==> config.mk <==
export PLATFORM = sky130hd
export DESIGN_NAME = bppa_seq
export DESIGN_NICKNAME = d
export VERILOG_FILES = /design/src/rtl/core/bppa_pkg.sv /design/src/rtl/core/bppa_seq.sv
export SDC_FILE = /design/constraint.sdc
export NUM_CORES = 1
export LEC_CHECK = 0
export BUFFER_PORTS_ARGS = -buffer_cell sky130_fd_sc_hd__buf_4
export CORE_MARGIN = 1
export CORE_UTILIZATION = 45
export CTS_CLUSTER_DIAMETER = 80
export DETAILED_ROUTE_END_ITERATION = 6
export GPL_TIMING_DRIVEN = 0
export PLACE_DENSITY = 0.74
export SYNTH_ARGS = -nofsm -noshare
export SYNTH_HDL_FRONTEND = slang
export SYNTH_SLANG_ARGS = --single-unit
==> constraint.sdc <==
create_clock -name clk -period 4.7 [get_ports clk]
set_input_delay 0.47 -clock clk [delete_from_list [all_inputs] [get_ports clk]]
set_output_delay 0.47 -clock clk [all_outputs]
set_load 0.01 [all_outputs]
==> src/rtl/core/bppa_pkg.sv <==
// Shared types, codes and helpers of the page pool allocator
package bppa_pkg;

  localparam int DEF_EXTENT_COUNT = 16;
  localparam int DEF_LANES        = 8;
  localparam int DEF_CPU_COUNT    = 8;

  localparam int WORD_W = 64;
  localparam int OFF_W  = 14;
  localparam int LIDX_W = OFF_W - 6;  // lane index carried by a page offset

  localparam logic [1:0] OP_ALLOC  = 2'd0;
  localparam logic [1:0] OP_FREE   = 2'd1;
  localparam logic [1:0] OP_RESIZE = 2'd2;

  localparam logic [2:0] ST_OK      = 3'd0;
  localparam logic [2:0] ST_NOPAGE  = 3'd1;
  localparam logic [2:0] ST_BUSY    = 3'd2;
  localparam logic [2:0] ST_DBLFREE = 3'd3;
  localparam logic [2:0] ST_OUTSIDE = 3'd4;

  typedef struct packed {
    logic [1:0]       operation;
    logic [2:0]       cpu_id;
    logic             eligible;
    logic [OFF_W-1:0] page_offset;
    logic [4:0]       target_extents;
  } cmd_t;

  typedef struct packed {
    logic [2:0]  status;
    logic [12:0] page;
    logic [4:0]  backed_count;
  } rsp_t;

  typedef struct packed {
    logic rd;   // read the addressed word
    logic wr;   // write the addressed word
    logic clr;  // mark all lanes of one extent as fully free
  } mem_ctl_t;

  // x mod m for a 3-bit x and m >= 1
  function automatic logic [2:0] mod_small(input logic [2:0] x, input int m);
    logic [2:0] r;
    r = x;
    for (int k = 0; k < 8; k++) begin
      if (32'(r) >= m) r = 3'(32'(r) - m);
    end
    return r;
  endfunction

  // Index of the lowest set bit of a word
  function automatic logic [5:0] low_bit(input logic [WORD_W-1:0] w);
    logic [WORD_W-1:0] iso;
    logic [5:0]        idx;
    iso = w & (~w + 64'd1);
    idx = '0;
    for (int k = 0; k < 6; k++) begin
      for (int j = 0; j < WORD_W; j++) begin
        if (((j >> k) & 1) == 1) idx[k] = idx[k] | iso[j];
      end
    end
    return idx;
  endfunction

endpackage

==> src/rtl/core/bppa_seq.sv <==
// Operation sequencer: hinted alloc, extent scan, free, resize sweeps
module bppa_seq #(
  parameter int EXTENT_COUNT = bppa_pkg::DEF_EXTENT_COUNT,
  parameter int LANES_PER_EXTENT = bppa_pkg::DEF_LANES,
  parameter int CPU_COUNT = bppa_pkg::DEF_CPU_COUNT,
  localparam int LANE_TOTAL = EXTENT_COUNT * LANES_PER_EXTENT,
  localparam int AW = $clog2(LANE_TOTAL > 1 ? LANE_TOTAL : 2),
  localparam int EW = $clog2(EXTENT_COUNT > 1 ? EXTENT_COUNT : 2)
) (
  input  logic                        clk,
  input  logic                        rst,
  input  logic                        alloc_enable,
  input  logic                        start,
  input  bppa_pkg::cmd_t              cmd,
  output logic                        busy,
  output logic                        done,
  output bppa_pkg::rsp_t              result,
  output bppa_pkg::mem_ctl_t          ctl,
  output logic [AW-1:0]               addr,
  output logic [EW-1:0]               clr_ext,
  output logic [bppa_pkg::WORD_W-1:0] wdata,
  input  logic [bppa_pkg::WORD_W-1:0] rdata
);
  import bppa_pkg::*;

  localparam int LW  = $clog2(LANES_PER_EXTENT > 1 ? LANES_PER_EXTENT : 2);
  localparam int CPW = $clog2(CPU_COUNT > 1 ? CPU_COUNT : 2);
  localparam int NW  = $clog2(EXTENT_COUNT + 1);
  localparam int CMPW = 10;
  localparam int POOL_PAGES = LANE_TOTAL * 64;
  // lane index / LANES_PER_EXTENT by reciprocal multiplication, exact for 8-bit indexes
  localparam int RSH  = 16;
  localparam int RMUL = ((1 << RSH) + LANES_PER_EXTENT - 1) / LANES_PER_EXTENT;
  localparam int PW   = LIDX_W + RSH + 1;

  localparam logic [2:0] S_IDLE = 3'd0;
  localparam logic [2:0] S_RD   = 3'd2;
  localparam logic [2:0] S_EVAL = 3'd3;
  localparam logic [2:0] S_SCAN = 3'd4;
  localparam logic [2:0] S_CLR  = 3'd5;
  localparam logic [2:0] S_DN   = 3'd6;
  localparam logic [2:0] S_UP   = 3'd7;

  logic [2:0]        state;
  logic [1:0]        op;
  logic [CPW-1:0]    hidx;
  logic [LW-1:0]     own;
  logic              scan;
  logic [EW-1:0]     ext;
  logic [LW-1:0]     lane;
  logic [LW-1:0]     s;
  logic [NW-1:0]     n;
  logic [4:0]        target;
  logic [NW-1:0]     count;
  logic [EXTENT_COUNT-1:0] backed;
  logic [EW-1:0]     hint_ext  [CPU_COUNT];
  logic [LW-1:0]     hint_lane [CPU_COUNT];
  logic [5:0]        bsel;
  logic              done_next;
  rsp_t              idle_rsp;

  // offset split and word evaluation
  logic [LIDX_W-1:0] widx;
  logic [PW-1:0]     wprod;
  logic [LIDX_W-1:0] wq;
  logic [LIDX_W-1:0] wr;
  logic [5:0]        lb;
  logic [WORD_W-1:0] onehot_b;
  logic [WORD_W-1:0] freed;
  logic [2:0]        cpu_m;
  logic              last_lane;
  logic [EW-1:0]     ext_inc;

  assign widx  = cmd.page_offset[OFF_W-1:6];
  assign wprod = PW'(widx) * PW'(RMUL);
  assign wq    = LIDX_W'(wprod >> RSH);
  assign wr    = LIDX_W'(32'(widx) - 32'(wq) * LANES_PER_EXTENT);
  assign lb       = low_bit(rdata);
  assign onehot_b = WORD_W'(1) << bsel;
  assign freed    = rdata | onehot_b;
  assign cpu_m    = mod_small(cmd.cpu_id, CPU_COUNT);
  assign last_lane = lane == LW'(LANES_PER_EXTENT - 1);
  assign ext_inc   = (ext == EW'(EXTENT_COUNT - 1)) ? '0 : EW'(ext + 1'b1);

  assign busy    = state != S_IDLE;
  assign addr    = AW'(32'(ext) * LANES_PER_EXTENT + 32'(lane));
  assign clr_ext = ext;

  always_comb begin
    ctl    = '0;
    wdata  = '0;
    ctl.rd = state == S_RD;
    if (state == S_EVAL && op == OP_ALLOC && rdata != '0) begin
      ctl.wr = 1'b1;
      wdata  = rdata & ~(WORD_W'(1) << lb);
    end else if (state == S_EVAL && op == OP_FREE && !rdata[bsel]) begin
      ctl.wr = 1'b1;
      wdata  = freed;
    end else if (state == S_CLR) begin
      ctl.wr = 1'b1;
    end
    ctl.clr = state == S_UP && n != '0 && CMPW'(count) < CMPW'(target) && !backed[ext];
  end

  // result as loaded when a command is taken
  always_comb begin
    idle_rsp = '0;
    idle_rsp.status = ST_NOPAGE;
    if (cmd.operation == OP_FREE && 32'(cmd.page_offset) >= POOL_PAGES) begin
      idle_rsp.status = ST_OUTSIDE;
    end
    if (cmd.operation == OP_RESIZE) begin
      idle_rsp.backed_count = 5'(count);
    end
  end

  always_comb begin
    done_next = 1'b0;
    case (state)
      S_IDLE: begin
        if (start) begin
          case (cmd.operation)
            OP_ALLOC:  done_next = !(alloc_enable && cmd.eligible);
            OP_FREE:   done_next = 32'(cmd.page_offset) >= POOL_PAGES;
            OP_RESIZE: done_next = 32'(cmd.target_extents) > EXTENT_COUNT;
            default:   done_next = 1'b1;
          endcase
        end
      end
      S_EVAL:  done_next = (op == OP_ALLOC && rdata != '0) || op == OP_FREE;
      S_SCAN:  done_next = n == NW'(EXTENT_COUNT);
      S_UP:    done_next = n == '0 || CMPW'(count) >= CMPW'(target);
      default: done_next = 1'b0;
    endcase
  end

  always_ff @(posedge clk) begin
    if (rst) begin
      state  <= S_IDLE;
      done   <= 1'b0;
      backed <= '1;
      count  <= NW'(EXTENT_COUNT);
      for (int i = 0; i < CPU_COUNT; i++) begin
        hint_ext[i]  <= '0;
        hint_lane[i] <= LW'(i % LANES_PER_EXTENT);
      end
    end else begin
      done <= done_next;
      case (state)
        S_IDLE: begin
          if (start) begin
            op     <= cmd.operation;
            hidx   <= CPW'(cpu_m);
            own    <= LW'(mod_small(cpu_m, LANES_PER_EXTENT));
            target <= cmd.target_extents;
            result <= idle_rsp;
            scan   <= 1'b0;
            case (cmd.operation)
              OP_ALLOC: begin
                if (alloc_enable && cmd.eligible) begin
                  ext   <= hint_ext[CPW'(cpu_m)];
                  lane  <= hint_lane[CPW'(cpu_m)];
                  state <= S_RD;
                end
              end
              OP_FREE: begin
                if (32'(cmd.page_offset) < POOL_PAGES) begin
                  ext   <= EW'(wq);
                  lane  <= LW'(wr);
                  bsel  <= cmd.page_offset[5:0];
                  state <= S_RD;
                end
              end
              OP_RESIZE: begin
                if (32'(cmd.target_extents) <= EXTENT_COUNT) begin
                  ext   <= EW'(EXTENT_COUNT - 1);
                  n     <= NW'(EXTENT_COUNT);
                  state <= S_DN;
                end
              end
              default: state <= S_IDLE;
            endcase
          end
        end
        S_RD: state <= S_EVAL;
        S_EVAL: begin
          case (op)
            OP_ALLOC: begin
              if (rdata != '0) begin
                result <= {ST_OK, 13'({addr, lb}), 5'd0};
                if (scan) begin
                  hint_ext[hidx]  <= ext;
                  hint_lane[hidx] <= lane;
                end
                state <= S_IDLE;
              end else if (!scan) begin
                scan  <= 1'b1;
                n     <= '0;
                state <= S_SCAN;
              end else if (s == LW'(LANES_PER_EXTENT - 1)) begin
                ext   <= ext_inc;
                n     <= NW'(n + 1'b1);
                state <= S_SCAN;
              end else begin
                s     <= LW'(s + 1'b1);
                lane  <= last_lane ? '0 : LW'(lane + 1'b1);
                state <= S_RD;
              end
            end
            OP_FREE: begin
              if (rdata[bsel]) begin
                result.status <= ST_DBLFREE;
              end else begin
                result.status <= ST_OK;
                if (lane == own && freed == '1) begin
                  hint_ext[hidx]  <= ext;
                  hint_lane[hidx] <= lane;
                end
              end
              state <= S_IDLE;
            end
            default: begin
              // resize: checking that an extent is fully free
              if (rdata != '1) begin
                ext   <= EW'(ext - 1'b1);
                n     <= NW'(n - 1'b1);
                state <= S_DN;
              end else if (last_lane) begin
                lane  <= '0;
                state <= S_CLR;
              end else begin
                lane  <= LW'(lane + 1'b1);
                state <= S_RD;
              end
            end
          endcase
        end
        S_SCAN: begin
          if (n == NW'(EXTENT_COUNT)) begin
            result <= {ST_NOPAGE, 13'd0, 5'd0};
            state  <= S_IDLE;
          end else if (backed[ext]) begin
            lane  <= own;
            s     <= '0;
            state <= S_RD;
          end else begin
            ext <= ext_inc;
            n   <= NW'(n + 1'b1);
          end
        end
        S_CLR: begin
          if (last_lane) begin
            backed[ext] <= 1'b0;
            count <= NW'(count - 1'b1);
            ext   <= EW'(ext - 1'b1);
            n     <= NW'(n - 1'b1);
            state <= S_DN;
          end else begin
            lane <= LW'(lane + 1'b1);
          end
        end
        S_DN: begin
          if (n == '0 || CMPW'(count) <= CMPW'(target)) begin
            ext   <= '0;
            n     <= NW'(EXTENT_COUNT);
            state <= S_UP;
          end else if (!backed[ext]) begin
            ext <= EW'(ext - 1'b1);
            n   <= NW'(n - 1'b1);
          end else begin
            lane  <= '0;
            state <= S_RD;
          end
        end
        S_UP: begin
          if (n == '0 || CMPW'(count) >= CMPW'(target)) begin
            result <= {(CMPW'(count) == CMPW'(target)) ? ST_OK : ST_BUSY, 13'd0, 5'(count)};
            state  <= S_IDLE;
          end else begin
            if (!backed[ext]) begin
              backed[ext] <= 1'b1;
              count <= NW'(count + 1'b1);
            end
            ext <= ext_inc;
            n   <= NW'(n - 1'b1);
          end
        end
        default: state <= S_IDLE;
      endcase
    end
  end
endmodule

==> reports/results.txt <==
die width: 165 µm
DIE HEIGHT: 165 µm
WP data required: 4230 ps
DRT Pass-1 Iters: 6
Final period util: 1.00
Tmin final: 4720 ps
EDFF count, synth: 109
LEAKAGE: 5.14 nW
Fmax achieved: 0.212 GHz
setup total negative slack: -32.3 ps
Net Count, Synth: 1568
Worst Hold Launch: cmd[5]
Max Root-Sink Buffers: 2
crit path launch type: input port
fill count: 2405
drt first-iter violations: 2140
IO Port Bufs: 156
Netlist cell types: 94
WL/cell: 27.2 µm
final critical-path setup slack: -16.4 ps
setup slack, reg-to-reg: 80 ps
antenna violations before repair: 0
Compound-Gate Fraction of Synth Area: 0.232
status: finished, violations left
Core Area: 0.0261 mm²
Area Growth Syn to Fin: 20.8%
largest net degree at the start of global routing: 18
FF+latch count, synth: 134
drt total wl: 53600 µm
synthesized area per cell: 8.26 µm²
CTS tree: yes
final number of setup-violating endpoints: 2
# Max-Cap Violations: 0
Ys Warns: 0
Synth area leaders: edfxtp_1 (27%), a21oi_1 (6.1%), mux4_2 (5.1%)
Logic pwr share: 0.269
Max Slew Vio Count: 0
Worst R2R End: hint_ext[4][3]
Internal: 2.47 mW
Hold Path End: bsel[0]
Final Hold Viols: 0
post-synthesis sequential area ratio: 0.316
number of nets in the layout: 1744
post-synthesis mux area share: 0.0729
hold-fix buffers at CTS: 0
hold crit path type: in2reg
post-CTS setup buffer count: 0
PD cells: 269 mW/mm²
Final Skew: 20.0 ps
Worst EP arrival: 4250 ps
Max VDD drop: 0.246 mV
clk root buf: clkbuf_16
FF-to-FF path depth: 11
clk slew on worst S/H paths: 60 ps
Net Switching: 1.41 mW
worst hold stages: 1
simple-gate share of the synthesized area: 0.274
clock share of power: 0.357
commonest non-fill, non-tap cells in the layout: buf_4 (163), a21oi_1 (145), nor2_1 (128)
Yosys top cell area share: 0.274
cells after synthesis: 1445
ys flop type: edfxtp_1
Slew @ Worst Pin: 1170 ps
I/O Pins: 194
Slew headroom: 0.220
Crit Path Class: in2out
Final ANT Viol Nets: 0
Clock Latency Late Sink: 440 ps
starting density of the core: 0.458
Mapped Area: 0.0119 mm²
Flop pwr share: 0.374
post-synthesis xor/xnor area fraction: 0.00660
most common cell after layout, fill and taps aside: buf_4
Sw Ratio: 0.364
CTS sink cnt: 134
DRC: 0
largest family of logic cells by synthesized area: simple AND/OR/NAND/NOR gates
DP HPWL: 40000 µm
total track usage: 0.392
die area: 0.0272 mm²
area leader, netlist: edfxtp_1
area of the multi-input gates: 0.00761 mm²
Synth Area in Adders: 0.0321
Power, Total: 3.88 mW
Via Count: 13800
reg2reg start: bsel[3]
first-pass GRT wire length: 78300 µm
fraction of layout cells with a size suffix above 1: 0.203
total gr overflow: 0
endpoint class of the critical path: primary output
unrepaired setup endpoints after global routing: true
vias in the first global route: 12900
H-Tree Depth: 4
Async S/R FF share, synth: 0
failing checks: setup timing
num rows: 59
vias per cell: 7.01
Resized cells post-CTS: 26
Reg area: 0.00377 mm²
CTS Buf Count: 17
critical path peak fanout: 10
RD Place Congestion: 1.13
[cell type report]
| type | count | area share |
|---|---|---|
| Timing Repair Buffer | 157 | 0.0823 |
| Multi-Input combinational cell | 1126 | 0.528 |
| Tap cell | 335 | 0.0291 |
| Antenna cell | 1 | 0.000174 |
| Buffer | 144 | 0.0459 |
| Sequential cell | 134 | 0.262 |
| Inverter | 41 | 0.0107 |
| Clock buffer | 17 | 0.0295 |
| Clock inverter | 15 | 0.0128 |
[through the flow]
stage,std cells,setup WS [ps],hold slack [ps],cell area (µm²),utilization
CTS,1969,8.67,216,14300,0.549
global route,1969,-8.58,215,14400,0.553
global placement,1936,-731,463,13500,0.519
finish,1970,-16.4,220,14400,0.553
floorplan,1445,751,430,11900,-
detailed placement,1937,-605,478,13500,0.520
[cell usage after synthesis (all sizes together) (39+ instances only)]
master    n
o21ai    73
a21oi   146
inv      39
nor2    137
nor3     47
nand4    40
nand3    46
clkbuf  102
nor4     85
nand2   119
edfxtp  109
buf      42
[per-layer routing]
layer	vias to the layer above	GRT usage	part of all wire
met5	-	0	0
met4	0	0.241	0.068
met3	251	0.0932	0.13
met2	1127	0.586	0.44
met1	6498	0.509	0.37
li1	5930	-	-
[worst max-delay path by stage]
stage	endpoint	slack [ps]	from	cells after the start
2_1_floorplan	hint_ext[0][0]	750	rdata[22]	13
3_3_place_gp	clr_ext[0]	-730	rdata[11]	11
3_5_place_dp	wdata[12]	-610	rdata[11]	13
4_1_cts	hint_lane[7][1]	9	bsel[0]	14
5_1_grt	wdata[60]	-9	bsel[0]	12
6_report	wdata[12]	-20	rdata[1]	13
[power by group through the flow]
stage	Combinational, mW	Clock, mW	Sequential [mW]
final	1.04	1.39	1.45
after floorplan	0.575	0	1.47
after detailed placement	0.979	0	1.47
after global placement	0.962	0	1.47
after global routing	1.11	1.43	1.46
after CTS	0.999	1.38	1.45
[worst max-delay path, stage by stage]
cell      delay (ps)
clkbuf_1         230
or4_4            480
buf_6            150
or4_4            530
buf_6            150
nor2_1           560
a32oi_1          320
nand4b_1         230
nor3_1           110
or2_4            280
a211oi_2         370
o22ai_1          190
buf_4            170
[cell families (layout without fill, tap and decap cells)]
| logic type | after synthesis | in the layout |
|---|---|---|
| AO/OA/AOI/OAI | 427 | 427 |
| other | 0 | 1 |
| multiplexers | 51 | 51 |
| AND/OR/NAND/NOR | 609 | 609 |
| flip-flops | 134 | 134 |
| XOR/XNOR | 9 | 9 |
| adder cells (fa/ha/maj) | 30 | 30 |
| buffers and inverters | 185 | 374 |
No activity file was read; power rests on OpenSTA's default activity.
